**src/bwi_pkg.sv**
```systemverilog
// Shared types, colors and codes for the blindspot warning indicator.
package bwi_pkg;

  localparam int unsigned CFG_BITS = 16;
  localparam int unsigned CFG_IDX_BITS = 2;
  localparam int unsigned COLOR_BITS = 24;
  localparam int unsigned CODE_BITS = 3;
  localparam int unsigned STAGE_BITS = 3;

  localparam logic [CFG_IDX_BITS-1:0] REG_FAST_BLINK = 2'd0;
  localparam logic [CFG_IDX_BITS-1:0] REG_SLOW_BLINK = 2'd1;
  localparam logic [CFG_IDX_BITS-1:0] REG_LINK_TIMEOUT = 2'd2;

  localparam logic [CFG_BITS-1:0] FAST_BLINK_RESET = 16'd500;
  localparam logic [CFG_BITS-1:0] SLOW_BLINK_RESET = 16'd1000;
  localparam logic [CFG_BITS-1:0] LINK_TIMEOUT_RESET = 16'd5000;

  localparam logic [COLOR_BITS-1:0] COLOR_OFF = 24'h000000;
  localparam logic [COLOR_BITS-1:0] COLOR_GREEN = 24'h00FF00;
  localparam logic [COLOR_BITS-1:0] COLOR_YELLOW = 24'hFFFF00;
  localparam logic [COLOR_BITS-1:0] COLOR_RED = 24'hFF0000;

  localparam logic OP_TICK = 1'b0;
  localparam logic OP_MESSAGE = 1'b1;

  localparam logic [CODE_BITS-1:0] SPD_OFF = 3'd0;
  localparam logic [CODE_BITS-1:0] SPD_YELLOW = 3'd1;
  localparam logic [CODE_BITS-1:0] SPD_YELLOW_SLOW = 3'd2;
  localparam logic [CODE_BITS-1:0] SPD_YELLOW_FAST = 3'd3;
  localparam logic [CODE_BITS-1:0] SPD_RED = 3'd4;
  localparam logic [CODE_BITS-1:0] SPD_RED_SLOW = 3'd5;
  localparam logic [CODE_BITS-1:0] SPD_RED_FAST = 3'd6;
  localparam logic [CODE_BITS-1:0] SPD_RED_ALARM = 3'd7;

  localparam logic [CODE_BITS-1:0] REAR_FAR = 3'd0;
  localparam logic [CODE_BITS-1:0] REAR_MID = 3'd1;
  localparam logic [CODE_BITS-1:0] REAR_NEAR = 3'd2;
  localparam logic [CODE_BITS-1:0] REAR_YELLOW_SLOW = 3'd3;
  localparam logic [CODE_BITS-1:0] REAR_YELLOW = 3'd4;
  localparam logic [CODE_BITS-1:0] REAR_YELLOW_FAST = 3'd5;
  localparam logic [CODE_BITS-1:0] REAR_RED_FAST = 3'd6;
  localparam logic [CODE_BITS-1:0] REAR_NONE = 3'd7;

  localparam logic [STAGE_BITS-1:0] STAGE_SILENT = 3'd0;
  localparam logic [STAGE_BITS-1:0] STAGE_1 = 3'd1;
  localparam logic [STAGE_BITS-1:0] STAGE_2 = 3'd2;
  localparam logic [STAGE_BITS-1:0] STAGE_3 = 3'd3;
  localparam logic [STAGE_BITS-1:0] STAGE_4 = 3'd4;

  typedef struct packed {
    logic                 right_present;
    logic                 left_present;
    logic [CODE_BITS-1:0] rear_code;
    logic [CODE_BITS-1:0] speed_code;
  } item_t;

  typedef struct packed {
    logic                  link_lost;
    logic [STAGE_BITS-1:0] sound_stage;
    logic                  sound_valid;
    logic [COLOR_BITS-1:0] right_color;
    logic [COLOR_BITS-1:0] rear_color;
    logic [COLOR_BITS-1:0] speed_color;
    logic [COLOR_BITS-1:0] left_color;
  } result_t;

  typedef struct packed {
    logic [CFG_BITS-1:0] fast_blink_ms;
    logic [CFG_BITS-1:0] slow_blink_ms;
    logic [CFG_BITS-1:0] link_timeout_ms;
  } cfg_t;

endpackage

```
**src/bwi_blink.sv**
```systemverilog
// Blink interval check: fires when the half period has elapsed since the last toggle.
module bwi_blink #(
  parameter int unsigned TIME_BITS = 32
) (
  input  logic [TIME_BITS-1:0]         now_ms,
  input  logic [TIME_BITS-1:0]         toggle_ms,
  input  logic [bwi_pkg::CFG_BITS-1:0] interval_ms,
  output logic                         fire
);

  logic [TIME_BITS-1:0] since;

  assign since = now_ms - toggle_ms;
  assign fire = since >= TIME_BITS'(interval_ms);

endmodule

```
**src/bwi_eval.sv**
```systemverilog
// Indicator state, per-word evaluation and result register.
module bwi_eval #(
  parameter int unsigned TIME_BITS = 32
) (
  input  logic             clk,
  input  logic             rst,
  input  logic             advance,
  input  logic             op,
  input  bwi_pkg::item_t   item,
  input  bwi_pkg::cfg_t    cfg,
  output bwi_pkg::result_t res
);

  logic [TIME_BITS-1:0] now_ms, now_ms_next;
  logic [TIME_BITS-1:0] last_message_ms, last_message_ms_next;
  logic [TIME_BITS-1:0] rear_toggle_ms, rear_toggle_ms_next;
  logic [TIME_BITS-1:0] speed_toggle_ms, speed_toggle_ms_next;
  logic [TIME_BITS-1:0] link_since;
  logic rear_blink_on, rear_blink_on_next;
  logic speed_blink_on, speed_blink_on_next;
  logic [bwi_pkg::CODE_BITS-1:0] held_speed_code, held_speed_code_next;
  logic [bwi_pkg::CODE_BITS-1:0] held_rear_code, held_rear_code_next;
  logic [bwi_pkg::COLOR_BITS-1:0] left_px, left_px_next;
  logic [bwi_pkg::COLOR_BITS-1:0] speed_px, speed_px_next;
  logic [bwi_pkg::COLOR_BITS-1:0] rear_px, rear_px_next;
  logic [bwi_pkg::COLOR_BITS-1:0] right_px, right_px_next;

  logic [bwi_pkg::CFG_BITS-1:0] spd_iv, rear_iv;
  logic spd_fire, rear_fire;
  logic sound_valid;
  logic [bwi_pkg::STAGE_BITS-1:0] sound_stage;

  // message latches codes and presence; tick advances time
  always_comb begin
    if (op == bwi_pkg::OP_MESSAGE) begin
      now_ms_next = now_ms;
      last_message_ms_next = now_ms;
      held_speed_code_next = item.speed_code;
      held_rear_code_next = item.rear_code;
      left_px_next = item.left_present ? bwi_pkg::COLOR_GREEN : bwi_pkg::COLOR_OFF;
      right_px_next = item.right_present ? bwi_pkg::COLOR_GREEN : bwi_pkg::COLOR_OFF;
    end else begin
      now_ms_next = now_ms + TIME_BITS'(1);
      last_message_ms_next = last_message_ms;
      held_speed_code_next = held_speed_code;
      held_rear_code_next = held_rear_code;
      left_px_next = left_px;
      right_px_next = right_px;
    end
  end

  always_comb begin
    unique case (held_speed_code_next) inside
      bwi_pkg::SPD_YELLOW_SLOW, bwi_pkg::SPD_RED_SLOW: spd_iv = cfg.slow_blink_ms;
      default: spd_iv = cfg.fast_blink_ms;
    endcase
    unique case (held_rear_code_next)
      bwi_pkg::REAR_YELLOW_SLOW: rear_iv = cfg.slow_blink_ms;
      default: rear_iv = cfg.fast_blink_ms;
    endcase
  end

  bwi_blink #(.TIME_BITS(TIME_BITS)) u_speed_blink (
    .now_ms      (now_ms_next),
    .toggle_ms   (speed_toggle_ms),
    .interval_ms (spd_iv),
    .fire        (spd_fire)
  );

  bwi_blink #(.TIME_BITS(TIME_BITS)) u_rear_blink (
    .now_ms      (now_ms_next),
    .toggle_ms   (rear_toggle_ms),
    .interval_ms (rear_iv),
    .fire        (rear_fire)
  );

  // speed indicator and buzzer
  always_comb begin
    logic                           blink;
    logic [bwi_pkg::COLOR_BITS-1:0] color;
    logic [bwi_pkg::STAGE_BITS-1:0] stage;
    blink = 1'b0;
    color = bwi_pkg::COLOR_OFF;
    stage = bwi_pkg::STAGE_SILENT;
    speed_px_next = speed_px;
    speed_blink_on_next = speed_blink_on;
    speed_toggle_ms_next = speed_toggle_ms;
    sound_valid = 1'b0;
    sound_stage = bwi_pkg::STAGE_SILENT;
    unique case (held_speed_code_next) inside
      bwi_pkg::SPD_OFF: begin
        speed_px_next = bwi_pkg::COLOR_OFF;
        sound_valid = 1'b1;
      end
      bwi_pkg::SPD_YELLOW: begin
        speed_px_next = bwi_pkg::COLOR_YELLOW;
        sound_valid = 1'b1;
      end
      bwi_pkg::SPD_RED: begin
        speed_px_next = bwi_pkg::COLOR_RED;
        sound_valid = 1'b1;
        sound_stage = bwi_pkg::STAGE_2;
      end
      bwi_pkg::SPD_YELLOW_SLOW, bwi_pkg::SPD_YELLOW_FAST: begin
        blink = 1'b1;
        color = bwi_pkg::COLOR_YELLOW;
        stage = bwi_pkg::STAGE_1;
      end
      bwi_pkg::SPD_RED_SLOW: begin
        blink = 1'b1;
        color = bwi_pkg::COLOR_RED;
        stage = bwi_pkg::STAGE_2;
      end
      bwi_pkg::SPD_RED_FAST: begin
        blink = 1'b1;
        color = bwi_pkg::COLOR_RED;
        stage = bwi_pkg::STAGE_3;
      end
      default: begin
        blink = 1'b1;
        color = bwi_pkg::COLOR_RED;
        stage = bwi_pkg::STAGE_4;
      end
    endcase
    if (blink && spd_fire) begin
      speed_blink_on_next = !speed_blink_on;
      speed_toggle_ms_next = now_ms_next;
      speed_px_next = speed_blink_on ? bwi_pkg::COLOR_OFF : color;
      sound_valid = 1'b1;
      sound_stage = stage;
    end
  end

  // rear indicator
  always_comb begin
    logic                           blink;
    logic [bwi_pkg::COLOR_BITS-1:0] color;
    blink = 1'b0;
    color = bwi_pkg::COLOR_OFF;
    rear_px_next = rear_px;
    rear_blink_on_next = rear_blink_on;
    rear_toggle_ms_next = rear_toggle_ms;
    unique case (held_rear_code_next) inside
      bwi_pkg::REAR_FAR, bwi_pkg::REAR_MID, bwi_pkg::REAR_NEAR:
        rear_px_next = bwi_pkg::COLOR_GREEN;
      bwi_pkg::REAR_YELLOW: rear_px_next = bwi_pkg::COLOR_YELLOW;
      bwi_pkg::REAR_YELLOW_SLOW, bwi_pkg::REAR_YELLOW_FAST: begin
        blink = 1'b1;
        color = bwi_pkg::COLOR_YELLOW;
      end
      bwi_pkg::REAR_RED_FAST: begin
        blink = 1'b1;
        color = bwi_pkg::COLOR_RED;
      end
      default: rear_px_next = bwi_pkg::COLOR_OFF;
    endcase
    if (blink && rear_fire) begin
      rear_blink_on_next = !rear_blink_on;
      rear_toggle_ms_next = now_ms_next;
      rear_px_next = rear_blink_on ? bwi_pkg::COLOR_OFF : color;
    end
  end

  assign link_since = now_ms_next - last_message_ms_next;

  always_ff @(posedge clk) begin
    if (rst) begin
      now_ms <= '0;
      last_message_ms <= '0;
      rear_toggle_ms <= '0;
      speed_toggle_ms <= '0;
      rear_blink_on <= 1'b0;
      speed_blink_on <= 1'b0;
      held_speed_code <= '0;
      held_rear_code <= '0;
      left_px <= bwi_pkg::COLOR_OFF;
      speed_px <= bwi_pkg::COLOR_OFF;
      rear_px <= bwi_pkg::COLOR_OFF;
      right_px <= bwi_pkg::COLOR_OFF;
    end else if (advance) begin
      now_ms <= now_ms_next;
      last_message_ms <= last_message_ms_next;
      rear_toggle_ms <= rear_toggle_ms_next;
      speed_toggle_ms <= speed_toggle_ms_next;
      rear_blink_on <= rear_blink_on_next;
      speed_blink_on <= speed_blink_on_next;
      held_speed_code <= held_speed_code_next;
      held_rear_code <= held_rear_code_next;
      left_px <= left_px_next;
      speed_px <= speed_px_next;
      rear_px <= rear_px_next;
      right_px <= right_px_next;
    end
  end

  always_ff @(posedge clk) begin
    if (advance) begin
      res.left_color <= left_px_next;
      res.speed_color <= speed_px_next;
      res.rear_color <= rear_px_next;
      res.right_color <= right_px_next;
      res.sound_valid <= sound_valid;
      res.sound_stage <= sound_stage;
      res.link_lost <= link_since > TIME_BITS'(cfg.link_timeout_ms);
    end
  end

endmodule

```
**src/blindspot_warning_indicator_unit.sv**
```systemverilog
// Top level of the blindspot warning indicator: stream ports, config and control.
// Each word on the slave side is a one-millisecond tick (tuser 0) or a sensor message
// (tuser 1) and gives exactly one result word on the master side. A word passes an input
// register, evaluation against the indicator state and the result register; one word
// is taken every cycle while the result side keeps up, the rate being set by the state
// update (time step, blink compares). Blink half periods and link timeout are written
// through cfg_we/cfg_index/cfg_data; the user must do so only while the block is idle
// (the block does not enforce it); indexes 0 fast blink, 1 slow blink, 2 link timeout, others ignored.
module blindspot_warning_indicator_unit #(
  parameter int unsigned TIME_BITS = 32
) (
  input  logic         clk,
  input  logic         rst,
  input  logic         s_tvalid,
  output logic         s_tready,
  // speed_code[2:0], rear_code[5:3], left_present[6], right_present[7]
  input  logic [7:0]   s_tdata,
  // op[0]
  input  logic         s_tuser,
  output logic         m_tvalid,
  input  logic         m_tready,
  // left_color[23:0], speed_color[47:24], rear_color[71:48], right_color[95:72],
  // sound_valid[96], sound_stage[99:97], link_lost[100], zero[103:101]
  output logic [103:0] m_tdata,
  input  logic         cfg_we,
  input  logic [bwi_pkg::CFG_IDX_BITS-1:0] cfg_index,
  input  logic [bwi_pkg::CFG_BITS-1:0]     cfg_data
);

  localparam int unsigned RES_BITS = $bits(bwi_pkg::result_t);

  bwi_pkg::cfg_t    cfg;
  bwi_pkg::item_t   in_item;
  bwi_pkg::result_t res;
  logic in_valid;
  logic in_op;
  logic advance;

  always_ff @(posedge clk) begin
    if (rst) begin
      cfg.fast_blink_ms <= bwi_pkg::FAST_BLINK_RESET;
      cfg.slow_blink_ms <= bwi_pkg::SLOW_BLINK_RESET;
      cfg.link_timeout_ms <= bwi_pkg::LINK_TIMEOUT_RESET;
    end else if (cfg_we) begin
      unique case (cfg_index)
        bwi_pkg::REG_FAST_BLINK: cfg.fast_blink_ms <= cfg_data;
        bwi_pkg::REG_SLOW_BLINK: cfg.slow_blink_ms <= cfg_data;
        bwi_pkg::REG_LINK_TIMEOUT: cfg.link_timeout_ms <= cfg_data;
        default: ;
      endcase
    end
  end

  assign advance = in_valid && (!m_tvalid || m_tready);
  assign s_tready = !in_valid || advance;

  always_ff @(posedge clk) begin
    if (rst) begin
      in_valid <= 1'b0;
    end else if (s_tready) begin
      in_valid <= s_tvalid;
    end
  end

  always_ff @(posedge clk) begin
    if (s_tvalid && s_tready) begin
      in_item <= bwi_pkg::item_t'(s_tdata);
      in_op <= s_tuser;
    end
  end

  bwi_eval #(.TIME_BITS(TIME_BITS)) u_eval (
    .clk     (clk),
    .rst     (rst),
    .advance (advance),
    .op      (in_op),
    .item    (in_item),
    .cfg     (cfg),
    .res     (res)
  );

  always_ff @(posedge clk) begin
    if (rst) begin
      m_tvalid <= 1'b0;
    end else if (advance) begin
      m_tvalid <= 1'b1;
    end else if (m_tready) begin
      m_tvalid <= 1'b0;
    end
  end

  assign m_tdata = {(104 - RES_BITS)'(0), res};

  a_in_held: assert property (@(posedge clk) disable iff (rst)
    in_valid && !advance |=> in_valid && $stable(in_item) && $stable(in_op))
    else $error("input word lost while stalled");

  a_adv_out: assert property (@(posedge clk) disable iff (rst)
    advance |=> m_tvalid)
    else $error("evaluated word not presented");

  a_silent: assert property (@(posedge clk) disable iff (rst)
    m_tvalid |-> (res.sound_valid || res.sound_stage == bwi_pkg::STAGE_SILENT))
    else $error("sound stage without sound valid");

  a_msg_link: assert property (@(posedge clk) disable iff (rst)
    advance && in_op == bwi_pkg::OP_MESSAGE |=> !res.link_lost)
    else $error("link lost right after a message");

endmodule

```
**config.mk**
```make
export PLATFORM = sky130hd
export DESIGN_NAME = blindspot_warning_indicator_unit
export DESIGN_NICKNAME = d
export VERILOG_FILES = /design/src/bwi_pkg.sv /design/src/bwi_blink.sv /design/src/bwi_eval.sv /design/src/blindspot_warning_indicator_unit.sv
export SDC_FILE = /design/constraint.sdc
export NUM_CORES = 1
export LEC_CHECK = 0
export ABC_CLOCK_PERIOD_IN_PS = 7930
export BUFFER_PORTS_ARGS = -buffer_cell sky130_fd_sc_hd__buf_4
export CAP_MARGIN = 10
export CORE_UTILIZATION = 41
export DETAILED_ROUTE_END_ITERATION = 8
export GPL_TIMING_DRIVEN = 0
export PLACE_DENSITY_LB_ADDON = 0.2
export SETUP_SLACK_MARGIN = 0.1
export SYNTH_ARGS = -nofsm -noshare
export SYNTH_HDL_FRONTEND = slang
export SYNTH_SLANG_ARGS = --single-unit
```
**constraint.sdc**
```tcl
create_clock -name clk -period 7.93 [get_ports clk]
set_clock_uncertainty 0.2 [all_clocks]
set_input_delay 0.3965 -clock clk [delete_from_list [all_inputs] [get_ports clk]]
set_output_delay 0.3965 -clock clk [all_outputs]
set_load 0.1 [all_outputs]
```
Yosys cells after proc, flatten, opt, wreduce, memory -nomap -nowiden
Cells that the tools add are included.
{ "totals": {"romBits": 0, "regBits": 392, "word_cells": 101, "ramBits": 0, "latch_bits": 0, "memories": 0} }
{ "classes": {"n_div": 0, "bitwise_logic": 0, "magnitude_cmp": 3, "n_addsub": 4, "reduce_logical": 25, "mux": 26, "eq_ne": 14, "shift": 0, "multipliers": 0} }
{ "ops": {"columns": ["cell", "count"], "rows": [
  ["$mux W24", 6],
  ["$pmux W24 S3", 2],
  ["$pmux W24 S2", 2],
  ["$sub A32 B32 Y32", 3],
  ["$ge A32 B16 Y1", 2],
  ["$mux W16", 4],
  ["$mux W32", 2],
  ["$add A32 B1 Y32 const B", 1],
  ["$gt A32 B16 Y1", 1],
  ["$eq A3 B3 Y1 const B", 6],
  ["$eq A3 B2 Y1 const B", 4],
  ["$pmux W3 S4", 1],
  ["$reduce_and A2 Y1", 5],
  ["$mux W3", 3],
  ["$reduce_or A3 Y1", 3],
  ["$eq A3 B1 Y1 const B", 2],
  ["$logic_not A3 Y1", 2],
  ["$reduce_or A2 Y1", 3],
  ["$mux W1", 5],
  ["$logic_and A1 B1 Y1", 4],
  ["$logic_not A1 Y1", 4],
  ["$eq A2 B1 Y1 const B", 1],
  ["$eq A2 B2 Y1 const B", 1],
  ["$logic_not A2 Y1", 1],
  ["other kinds (3)", 4]
]} }

Longest topological paths before layout
Gate-level depths: netlist (run 1).
{ "depth": {"ltp_word": 7, "mapped_depth": 31} }

Modules after synthesis
From an unflattened synthesis (run 1), not the netlist that was laid out.
{ "unflattened": {"cells_unflattened": 2634, "hier_area_um2": 23384.9} }
{ "modules_own_cells": {"columns": ["mod", "area_per_inst_um2", "instances", "cells_per_inst"], "rows": [
  ["bwi_eval", 16143.0, 1, 1703],
  ["bwi_blink at u_eval.u_speed_blink", 2612.5, 1, 373],
  ["blindspot_warning_indicator_unit", 2324.7, 1, 210],
  ["bwi_blink at u_eval.u_rear_blink", 2304.7, 1, 348]
]} }

Least setup slack after synthesis (run 1)
No wires, ideal clock.
{ "synth_path": {"path_type": "flip-flop to flip-flop", "from": "register in_op", "to": "register u_eval.res[40] (netlist name)", "path_slack_ns": 0.973, "n_path_buf": 5, "t_required_ns": 7.438, "path_stages_with_launch": 30, "arrival_ns": 6.465, "cell_sequence": "edfxtp_1 buf_2 buf_1 clkbuf_1 clkbuf_1 o21a_1 inv_1 ha_1 nor2b_1 o31a_1 o21ai_0 a31oi_1 o211a_1 or2_1 a21oi_1 xnor2_1 ha_1 nand4_1 a211oi_1 o31ai_1 nand4b_1 nor3_1 o21ai_0 nor4_1 o2111ai_1 or4_1 a2111o_1 nor4_4 buf_4 a211oi_2"} }
{ "synth_rtl": {"columns": ["item", "line_no", "rtl"], "rows": [
  ["from (decl)", "blindspot_warning_indicator_unit.sv:36", "logic in_op;"],
  ["from (signal assigned)", "blindspot_warning_indicator_unit.sv:68", "in_op <= s_tuser;"],
  ["$mux W32", "bwi_eval.sv:35", "if (op == bwi_pkg::OP_MESSAGE) begin"],
  ["net u_eval.now_ms_next[1]", "bwi_eval.sv:14", "logic [TIME_BITS-1:0] now_ms, now_ms_next;"],
  ["$sub A32 B32 Y32", "bwi_blink.sv:13", "assign since = now_ms - toggle_ms;"],
  ["$ge A32 B16 Y1", "bwi_blink.sv:14", "assign fire = since >= TIME_BITS'(interval_ms);"],
  ["$logic_and A1 B1 Y1", "bwi_eval.sv:125", "if (blink && spd_fire) begin"],
  ["$mux W24", "bwi_eval.sv:125", null],
  ["net u_eval.speed_px_next, one bit", "bwi_eval.sv:24", "logic [bwi_pkg::COLOR_BITS-1:0] speed_px, speed_px_next;"]
]} }
The timed path passes the listed nets, and every way through them passes these cells.
A chain may end at the register's enable or synchronous reset.

Final worst setup path (run 1)
{ "layout_path": {"from": "register u_eval.now_ms[0]", "to": "register u_eval.res[43] (netlist name)"} }
{ "layout_between": {"elab_chain_len": 6} }
{ "layout_lines": {"columns": ["item", "line_no", "rtl"], "rows": [
  ["from (decl)", "bwi_eval.sv:14", null],
  ["from (signal assigned)", "bwi_eval.sv:181", "now_ms <= now_ms_next;"],
  ["$add A32 B1 Y32", "bwi_eval.sv:43", "now_ms_next = now_ms + TIME_BITS'(1);"],
  ["$mux W32", "bwi_eval.sv:35", null],
  ["net u_eval.now_ms_next[10]", "bwi_eval.sv:14", null],
  ["$sub A32 B32 Y32", "bwi_blink.sv:13", null],
  ["$ge A32 B16 Y1", "bwi_blink.sv:14", null],
  ["$logic_and A1 B1 Y1", "bwi_eval.sv:125", null],
  ["$mux W24", "bwi_eval.sv:125", null],
  ["net u_eval.speed_px_next, one bit", "bwi_eval.sv:24", null]
]} }
The timed path passes the listed nets, and every way through them passes these cells.

==> results.sh, run 1 <==
export IMPL_syn_avg_cell_area_um2=8.87
export IMPL_finalPower_mw=5.61
export IMPL_core_area_mm2=0.0554
export IMPL_finalCriticalPeriod_ps=7640
export IMPL_synth_area_mm2=0.0231
export IMPL_hp_class="in -> reg"
export IMPL_place_hpwl_um=55800
export IMPL_slew_headroom_pct=19.1
export IMPL_num_io_pins=138
export IMPL_worst_path_max_fanout=8
export IMPL_finalSetupViolations=0
export IMPL_nNetsFinal=3001
export IMPL_slew_viol_final=0
export IMPL_grt_usage_pct=24.7
export IMPL_rows=86
export IMPL_drc=0
export IMPL_cp_end_kind="flip-flop"
export IMPL_cts_root_buf="clkbuf_16"
export IMPL_fin_area_mm2=0.0272
export IMPL_worst_path_buf_inv=1
export IMPL_final_hold_viol_count=0
export IMPL_p_per_area_mw_per_mm2=206
export IMPL_grt_pass1_wl_um=109000
export IMPL_synth_distinct_cells=101
export IMPL_leakagePower_nw=11.2
export IMPL_drtIter0Drc=1806
export IMPL_min_period_over_period_pct=96.3
export IMPL_vias=20200
export IMPL_area_growth_pct=17.5
export IMPL_max_freq_ghz=0.131
export IMPL_gr_total_overflow=0
export IMPL_antenna_found_initial=1
export IMPL_drt_wl_total_um=72500
export IMPL_vias_per_cell=5.60
export IMPL_clk_path_buf_depth=3
export IMPL_p_int_mw=3.83
export IMPL_slowest_delay_ps=560
export IMPL_place_area_mm2=0.0252
export IMPL_drtAntennaViolNets=0
export IMPL_wire_per_inst_um=20.1
export IMPL_synth_warnings=0
export IMPL_synth_seq_area_share_pct=38.7
export IMPL_hold_ws_ps=47.3
export IMPL_die_h_um=240
export IMPL_fp_dieW_um=240
export IMPL_die_area_mm2=0.0574
export IMPL_clk_latency_ps=590
export IMPL_p_switching_mw=1.79
export IMPL_power_frac_seq_pct=39.3
export IMPL_rsz0062_at_grt="false"
export IMPL_gp_congestion=0.944
export IMPL_peakVddDrop_uv=159
export IMPL_start_util_pct=41.8
export IMPL_syn_inst=2609
export IMPL_setup_slack_ps=290
export IMPL_antennaDiodeCount=0
export IMPL_cts_sinks=392
export IMPL_portBuffers=134
export IMPL_dr_pass1_iters=6
export IMPL_synth_edf_count=110
export IMPL_power_frac_clock_pct=36.5
export IMPL_grt_pass1_vias=19200
export IMPL_synthFlopType="dfxtp_1"
export IMPL_numCtsBuffers=44
export IMPL_cap_viol_max_count=0
export IMPL_cp_start_kind="flip-flop"
export IMPL_critical_path_arrival_ps=7710
export IMPL_crit_family="simple AND/OR/NAND/NOR gates"
export IMPL_placed_cells_incl_taps=3497
export IMPL_p_sw_share_pct=31.8
export IMPL_grt_max_degree=39
export IMPL_max_slew_worst_pin_slew_ps=1210
export IMPL_dp_slack_ps=-2200
export IMPL_cts_tree="built"
export IMPL_async_reset_ff_share_pct=0
export IMPL_final_cells=3609
export IMPL_status="complete, no violations"
export IMPL_required_ps=8000
export IMPL_synth_seq_cells=392
export IMPL_drive_gt1_share_pct=11.4
export IMPL_htreeDepth=2
export IMPL_crit_slowest_cell="dfxtp_1"
export IMPL_clk_pin_slew_ps=60
export IMPL_combPwrFrac_pct=24.2
export IMPL_crit_type="reg -> reg"
export IMPL_path_common_cell="ha_1"
layer usage:
| layer | track usage, % | share of wire (%) |
|---|---|---|
| met1 | 31.8 | 45 |
| met3 | 3.52 | 5.3 |
| met5 | 0 | 0 |
| met4 | 10.6 | 4.2 |
| met2 | 40.9 | 46 |
cell families (layout without fill, tap and decap cells):
kind of cell | after synthesis | count (layout) | share of synthesized area [%]
buf+inv | 300 | 550 | 5.17
other cells | 1 | 3 | 0.0162
xor+xnor | 124 | 124 | 4.99
simple gates | 894 | 894 | 20.3
compound gates | 657 | 657 | 18.8
fa+ha+maj | 147 | 147 | 7.96
flops | 392 | 392 | 38.7
mux | 94 | 94 | 4.12
metrics by stage:
stage | utilization [%] | setup TNS [ps]
floorplan | - | 0
global placement | 45.3 | -191450
detailed placement | 45.4 | -200360
CTS | 48.8 | 0
global route | 49.1 | 0
finish | 49.1 | 0
synth_stat cells, types with 55 or more instances:
cell type  count  area share, %
edfxtp_1     110             14
xnor2_1       70            2.6
a211oi_1      93            3.0
nor3_1       144            3.1
and2_1        59            1.6
ha_1         136            7.4
a21o_1        72            2.3
mux2i_1       84            3.6
o21ai_0       75            1.6
nor2b_1       55            1.5
nand2_1      191            3.1
inv_1        143            2.3
dfxtp_1      282             24
clkbuf_1     109            1.8
a21oi_1      213            4.6
nor2_1       196            3.2
registers in the layout, indices dropped and copies added, names as in the netlist, 3 cells and up:
register and cells:
cfg 48, in_item 8, u_eval.held_rear_code 3, u_eval.held_speed_code 3
u_eval.last_message_ms 32, u_eval.left_px 24, u_eval.now_ms 32, u_eval.rear_px 24
u_eval.rear_toggle_ms 32, u_eval.res 101, u_eval.right_px 24, u_eval.speed_px 24
u_eval.speed_toggle_ms 32
what timing repair did:
item / 4_1_cts / 5_1_grt
hold buffers: 31 / 0
gates resized for setup: 19 / 26
cloned: 0 / 0
pin swaps: 4 / 1
hold endpoints to repair: 60 / 0
setup buffers: 3 / 1
setup endpoints to repair: 167 / 141
placed cells by master, fill, tap and decap left out, types with 84 or more instances in the layout:
cell type / instances
nand2_1: 191
edfxtp_1: 110
buf_4: 146
mux2i_1: 84
a21oi_1: 213
nor2_1: 196
a211oi_1: 92
inv_1: 143
clkbuf_1: 111
dfxtp_1: 282
ha_1: 136
nor3_1: 143
power by group through the flow:
stage	logic, mW	registers, mW	clock network [mW]
6_report	1.36	2.20	2.05
5_1_grt	1.47	2.21	2.17
4_1_cts	1.35	2.20	2.08
3_5_place_dp	1.32	2.25	0
3_3_place_gp	1.30	2.25	0
2_1_floorplan	0.784	2.43	0
worst reg2reg max path, delay by kind of cell, from the launching register on:
kind                       cells  cell delay, ps
and+or+nand+nor               14            3520
DFF                            1             560
buffers and inverters          1             210
AOI/OAI and AO/OA              8            1420
adders and majority gates      3             870
xor gates and xnor gates       2             540
layout make-up:
class | count | area [um^2]
multi-input cells | 1919 | 13200
flip-flops and latches | 392 | 8950
well taps | 748 | 936
repair buffers | 173 | 1420
fillers | 5233 | 28200
inverters | 146 | 548
clock buffers | 61 | 1280
plain buffers | 154 | 674
clock inverters | 16 | 166
worst paths after layout:
| path | start | end | slack (ps) | depth (start not counted) |
|---|---|---|---|---|
| worst max-delay path | u_eval.now_ms[0] | u_eval.res[43] | 290 | 28 |
| worst min-delay path | cfg_index[0] | cfg[41] | 50 | 4 |
| worst max register to register | u_eval.now_ms[0] | u_eval.res[43] | 290 | 28 |
| worst min register to register | u_eval.right_px[1] | u_eval.right_px[1] | 250 | 1 |
(Power assumes the default switching activity.)
==> run 2: changes to the inputs <==
- ABC_AREA: not set -> 1
==> run 2 against run 1 <==
Synthesized cell count grew 23%; design area fell by 1.4%; utilization is 0.69 points lower; area after synthesis is 0.14% lower; first-iteration DRC count down 12%; largest cell class unchanged; register-to-register slack better by 580 ps.
==> results.sh, run 2 <==
export IMPL_slew_headroom_pct=26.2
export IMPL_antenna_found_initial=0
export IMPL_synth_distinct_cells=54
export IMPL_vias=21500
export IMPL_synth_seq_cells=392
export IMPL_final_hold_viol_count=0
export IMPL_postCtsResizedCells=0
export IMPL_drc=0
export IMPL_clk_pin_slew_ps=60
export IMPL_final_cell_mix="nand2_1, inv_1, dfxtp_1, nor2_1, a21oi_1"
export IMPL_antennaDiodeCount=0
export IMPL_vias_per_cell=5.14
export IMPL_mostFrequentLayoutCell="nand2_1"
export IMPL_dp_slack_ps=948
export IMPL_crit_slowest_cell="clkinv_1"
export IMPL_slowest_delay_ps=530
export IMPL_place_hpwl_um=52700
export IMPL_start_util_pct=41.7
export IMPL_cts_tree="built"
export IMPL_syn_inst=3200
export IMPL_htreeDepth=2
export IMPL_cap_viol_max_count=0
export IMPL_finalSetupViolations=0
export IMPL_async_reset_ff_share_pct=0
export IMPL_nNetsFinal=3581
export IMPL_path_common_cell="nand2_1"
export IMPL_reg_top3="u_eval.res x101, cfg x48"
export IMPL_synth_top_area_share_pct=24.4
export IMPL_rsz0062_at_grt="false"
export IMPL_synthFlopType="dfxtp_1"
export IMPL_leakagePower_nw=12.5
export IMPL_worst_path_max_fanout=10
export IMPL_rows=86
export IMPL_cp_end_kind="flip-flop"
export IMPL_yosys_area_top_type="dfxtp_1"
export IMPL_synth_common_cells="nand2_1, inv_1, dfxtp_1"
export IMPL_syn_avg_cell_area_um2=7.22
export IMPL_peakVddDrop_uv=135
export IMPL_synth_most_common_cell="nand2_1"
export IMPL_rr_startpoint="in_op"
export IMPL_hold_ws_ps=71.5
export IMPL_wire_per_inst_um=16.3
export IMPL_clk_latency_ps=580
export IMPL_cts_root_buf="clkbuf_16"
export IMPL_drive_gt1_share_pct=9.10
export IMPL_max_slew_worst_pin_slew_ps=1110
export IMPL_drtIter0Drc=1587
export IMPL_portBuffers=133
export IMPL_p_per_area_mw_per_mm2=229
export IMPL_largest_register="u_eval.res"
export IMPL_largest_reg_flops=101
export IMPL_grt_pass1_vias=20100
export IMPL_dr_pass1_iters=5
export IMPL_synth_area_top_cells="dfxtp_1, edfxtp_1, nand2_1"
export IMPL_max_freq_ghz=0.142
export IMPL_required_ps=8040
export IMPL_drt_wl_total_um=68400
export IMPL_core_area_mm2=0.0554
export IMPL_synth_area_mm2=0.0231
export IMPL_grt_max_degree=47
export IMPL_synth_warnings=0
export IMPL_drtAntennaViolNets=0
export IMPL_critPathLaunch="in_op"
export IMPL_clk_path_buf_depth=3
export IMPL_reg2reg_setup_slack_ps=870
export IMPL_area_growth_pct=16.0
export IMPL_grt_pass1_wl_um=109000
export IMPL_hold_start="cfg_index[0]"
export IMPL_cts_setup_buffers=0
export IMPL_status="complete, no violations"
export IMPL_die_area_mm2=0.0573
export IMPL_grt_usage_pct=24.1
export IMPL_fp_dieW_um=239
export IMPL_slew_viol_final=0
export IMPL_critical_path_arrival_ps=7170
export IMPL_crit_type="reg -> reg"
export IMPL_cts_sinks=392
export IMPL_min_period_over_period_pct=89.1
export IMPL_die_h_um=239
export IMPL_setup_slack_ps=867
export IMPL_gr_total_overflow=0
export IMPL_hp_class="in -> reg"
export IMPL_num_io_pins=138
export IMPL_numCtsBuffers=42
export IMPL_finalCriticalPeriod_ps=7060
export IMPL_gp_congestion=0.990
export IMPL_synth_seq_area_share_pct=38.7
export IMPL_fin_tns_setup_ps=0
export IMPL_cp_start_kind="flip-flop"
export IMPL_synth_edf_count=110
[run 2: final cells by class]
cell class / instances / area, um^2
buffer: 129 / 601
clock buffer: 54 / 1150
clock inverter: 21 / 277
fill: 5591 / 28600
inverter: 500 / 1880
multi-input combinational: 2181 / 11700
sequential: 392 / 8950
tap: 748 / 936
timing repair buffer: 164 / 1330
[run 2: worst max-delay path: cells and delay by family (launching register included)]
kind,cells,cell delay (ps)
flip-flops,1,310
AND/OR/NAND/NOR,14,2410
buffers and inverters,8,2250
AO/OA/AOI/OAI,6,1280
adder cells (fa/ha/maj),1,290
[run 2: final timing paths]
kind	endpoint	cells after the start
max	u_eval.res[98]	29
min	cfg[32]	4
max reg2reg	u_eval.res[98]	29
min reg2reg	u_eval.speed_px[0]	2
[run 2: cell families after synthesis]
kind of cell,Yosys count,synth area share (%)
flip-flops,392,38.7
XOR/XNOR,78,2.99
AND/OR/NAND/NOR,1361,25.7
buffers and inverters,629,10.7
other,1,0.0162
adder cells (fa/ha/maj),139,7.62
AO/OA/AOI/OAI,600,14.2
[run 2: through the flow]
step                      cells  total power, mW  area [um^2]  util, %
after CTS                  4189             6.17        26800     48.4
final                      4189             6.14        26800     48.4
after floorplan            3202             3.64        23100        -
after global routing       4189             6.50        26800     48.4
after global placement     4083             4.09        25100     45.2
after detailed placement   4085             4.10        25100     45.3
[run 2: metal layers]
layer,vias to the layer above,track usage [%],part of all wire (%)
met2,562,39.9,46
met1,9931,32.6,46
met3,105,3.08,5.7
met4,0,6.99,2.6
li1,10900,-,-
met5,-,0,0
[run 2: where the power goes]
| part | switching [mW] | internal [mW] |
|---|---|---|
| Combinational | 1.30 | 0.575 |
| Clock | 0.835 | 1.22 |
| Sequential | 0.0441 | 2.17 |
[run 2: repair_timing]
item | in CTS | in global routing
setup endpoints to repair | 0 | 0
hold buffers | 29 | 0
endpoints found under the hold margin | 56 | 0
==> run 3: changes to the inputs <==
- MAX_ROUTING_LAYER: not set -> met4
==> run 3 against run 2 <==
Total power decreased by 1.0%; register-to-register slack worse by 20 ps; sequential power is essentially flat; via count fell by 0.37%; die area unchanged; non-clock buffer count up 2; critical path type unchanged; largest power group unchanged.
==> results.sh, run 3 (synthesized netlist as in run 2, its figures left out) <==
export IMPL_die_h_um=239
export IMPL_power_frac_clock_pct=32.8
export IMPL_p_switching_mw=2.19
export IMPL_dr_pass1_iters=6
export IMPL_combPwrFrac_pct=30.8
export IMPL_antennaDiodeCount=0
export IMPL_area_growth_pct=15.9
export IMPL_final_hold_viol_count=0
export IMPL_placed_cells_incl_taps=4085
export IMPL_peakVddDrop_uv=139
export IMPL_holdPathStages=4
export IMPL_drtAntennaViolNets=0
export IMPL_required_ps=8060
export IMPL_cp_start_kind="flip-flop"
export IMPL_largest_reg_flops=101
export IMPL_grt_pass1_wl_um=107000
export IMPL_rsz0062_at_grt="false"
export IMPL_portBuffers=133
export IMPL_gp_congestion=0.958
export IMPL_r2r_end="u_eval.res[98]"
export IMPL_cts_root_buf="clkbuf_16"
export IMPL_vias_per_cell=5.12
export IMPL_reg2reg_setup_slack_ps=840
export IMPL_crit_type="reg -> reg"
export IMPL_reg_top3="u_eval.res x101, cfg x48"
export IMPL_r2r_cells=29
export IMPL_dp_slack_ps=939
export IMPL_die_area_mm2=0.0573
export IMPL_cp_end_kind="flip-flop"
export IMPL_fin_tns_setup_ps=0
export IMPL_hp_class="in -> reg"
export IMPL_largest_register="u_eval.res"
export IMPL_fillCellCount=5639
export IMPL_p_sw_share_pct=36.0
export IMPL_slew_headroom_pct=27.1
export IMPL_htreeDepth=2
export IMPL_rows=86
export IMPL_hold_ws_ps=45.7
export IMPL_start_util_pct=41.7
export IMPL_status="complete, no violations"
export IMPL_final_cells=4190
export IMPL_fp_dieW_um=239
export IMPL_clk_pin_slew_ps=60
export IMPL_worst_path_max_fanout=10
export IMPL_leakagePower_nw=12.4
export IMPL_grt_pass1_vias=19800
export IMPL_clk_path_buf_depth=3
export IMPL_gr_total_overflow=0
export IMPL_numCtsBuffers=42
export IMPL_core_area_mm2=0.0554
export IMPL_critical_path_arrival_ps=7220
export IMPL_finalCriticalPeriod_ps=7090
export IMPL_register_area_mm2=0.00895
export IMPL_drive_gt1_share_pct=9.09
export IMPL_finalSetupViolations=0
export IMPL_path_common_cell="nand2_1"
export IMPL_multi_input_area_mm2=0.0117
export IMPL_postCtsResizedCells=0
export IMPL_power_frac_seq_pct=36.4
export IMPL_wire_per_inst_um=16.3
export IMPL_p_per_area_mw_per_mm2=227
export IMPL_crit_slowest_cell="clkinv_1"
export IMPL_cts_tree="built"
export IMPL_cts_sinks=392
export IMPL_hold_start="cfg_index[1]"
export IMPL_num_io_pins=138
export IMPL_setup_slack_ps=842
export IMPL_rr_startpoint="in_op"
export IMPL_slowest_delay_ps=570
export IMPL_drtIter0Drc=1544
export IMPL_nNetsFinal=3583
export IMPL_max_freq_ghz=0.141
export IMPL_cap_viol_max_count=0
export IMPL_clk_latency_ps=590
export IMPL_mostFrequentLayoutCell="nand2_1"
export IMPL_min_period_over_period_pct=89.4
export IMPL_place_hpwl_um=52600
export IMPL_grt_max_degree=46
export IMPL_holdPathEnd="cfg[32]"
export IMPL_max_slew_worst_pin_slew_ps=1090
export IMPL_drc=0
export IMPL_vias=21400
export IMPL_drt_wl_total_um=68300
export IMPL_p_int_mw=3.89
export IMPL_slew_viol_final=0
export IMPL_grt_usage_pct=24.4
export IMPL_antenna_found_initial=0
export IMPL_final_cell_mix="nand2_1, inv_1, dfxtp_1, nor2_1, a21oi_1"
run 3: per-stage QoR:
stage / power (mW) / cell area, um^2 / util, %
floorplan: 3.64 / 23100 / -
CTS: 6.10 / 26800 / 48.3
detailed placement: 4.10 / 25100 / 45.3
global route: 6.42 / 26800 / 48.3
global placement: 4.09 / 25100 / 45.2
finish: 6.08 / 26800 / 48.3
run 3: worst max path at each step:
stage          slack [ps]              to  cells after the start  startpoint
5_1_grt               320  u_eval.res[98]                     29       in_op
2_1_floorplan        3070   u_eval.res[0]                      5    m_tvalid
3_3_place_gp          950  u_eval.res[98]                     29       in_op
6_report              840  u_eval.res[98]                     29       in_op
4_1_cts               920  u_eval.res[98]                     29       in_op
3_5_place_dp          940  u_eval.res[98]                     29       in_op
run 3: area by class of cell:
| type | count | share of cell area [%] |
|---|---|---|
| Inverter | 500 | 7.01 |
| Buffer | 129 | 2.24 |
| Timing Repair Buffer | 166 | 5.04 |
| Sequential cell | 392 | 33.4 |
| Multi-Input combinational cell | 2181 | 43.7 |
| Clock buffer | 56 | 4.23 |
| Clock inverter | 18 | 0.897 |
| Tap cell | 748 | 3.49 |
run 3: repair_timing:
| action | 4_1_cts | 5_1_grt |
|---|---|---|
| setup buffers | 0 | 0 |
| hold buffers | 31 | 0 |
| endpoints found under the setup margin | 0 | 0 |
| endpoints found under the hold margin | 58 | 0 |
run 3: routing by layer:
layer | GRT usage, % | up-vias | routed length, um
li1 | - | 10900 | -
met1 | 32.7 | 9861 | 31900
met2 | 39.1 | 567 | 31300
met3 | 2.66 | 94 | 3600
met4 | 6.37 | 0 | 1560
met5 | - | - | 0
run 3: power by group through the flow:
stage          clock [mW]  sequential (mW)  combinational (mW)
2_1_floorplan           0             2.47                1.16
3_3_place_gp            0             2.26                1.83
3_5_place_dp            0             2.26                1.84
4_1_cts              2.02             2.21                1.86
5_1_grt              2.11             2.22                2.09
6_report             1.99             2.21                1.87
run 3: worst max-delay path, delay by kind of cell, from the launching register on:
| family | cells | cell delay [ps] |
|---|---|---|
| adders and majority gates | 1 | 300 |
| DFF | 1 | 310 |
| and+or+nand+nor | 14 | 2440 |
| AOI/OAI and AO/OA | 6 | 1260 |
| buffers and inverters | 8 | 2300 |
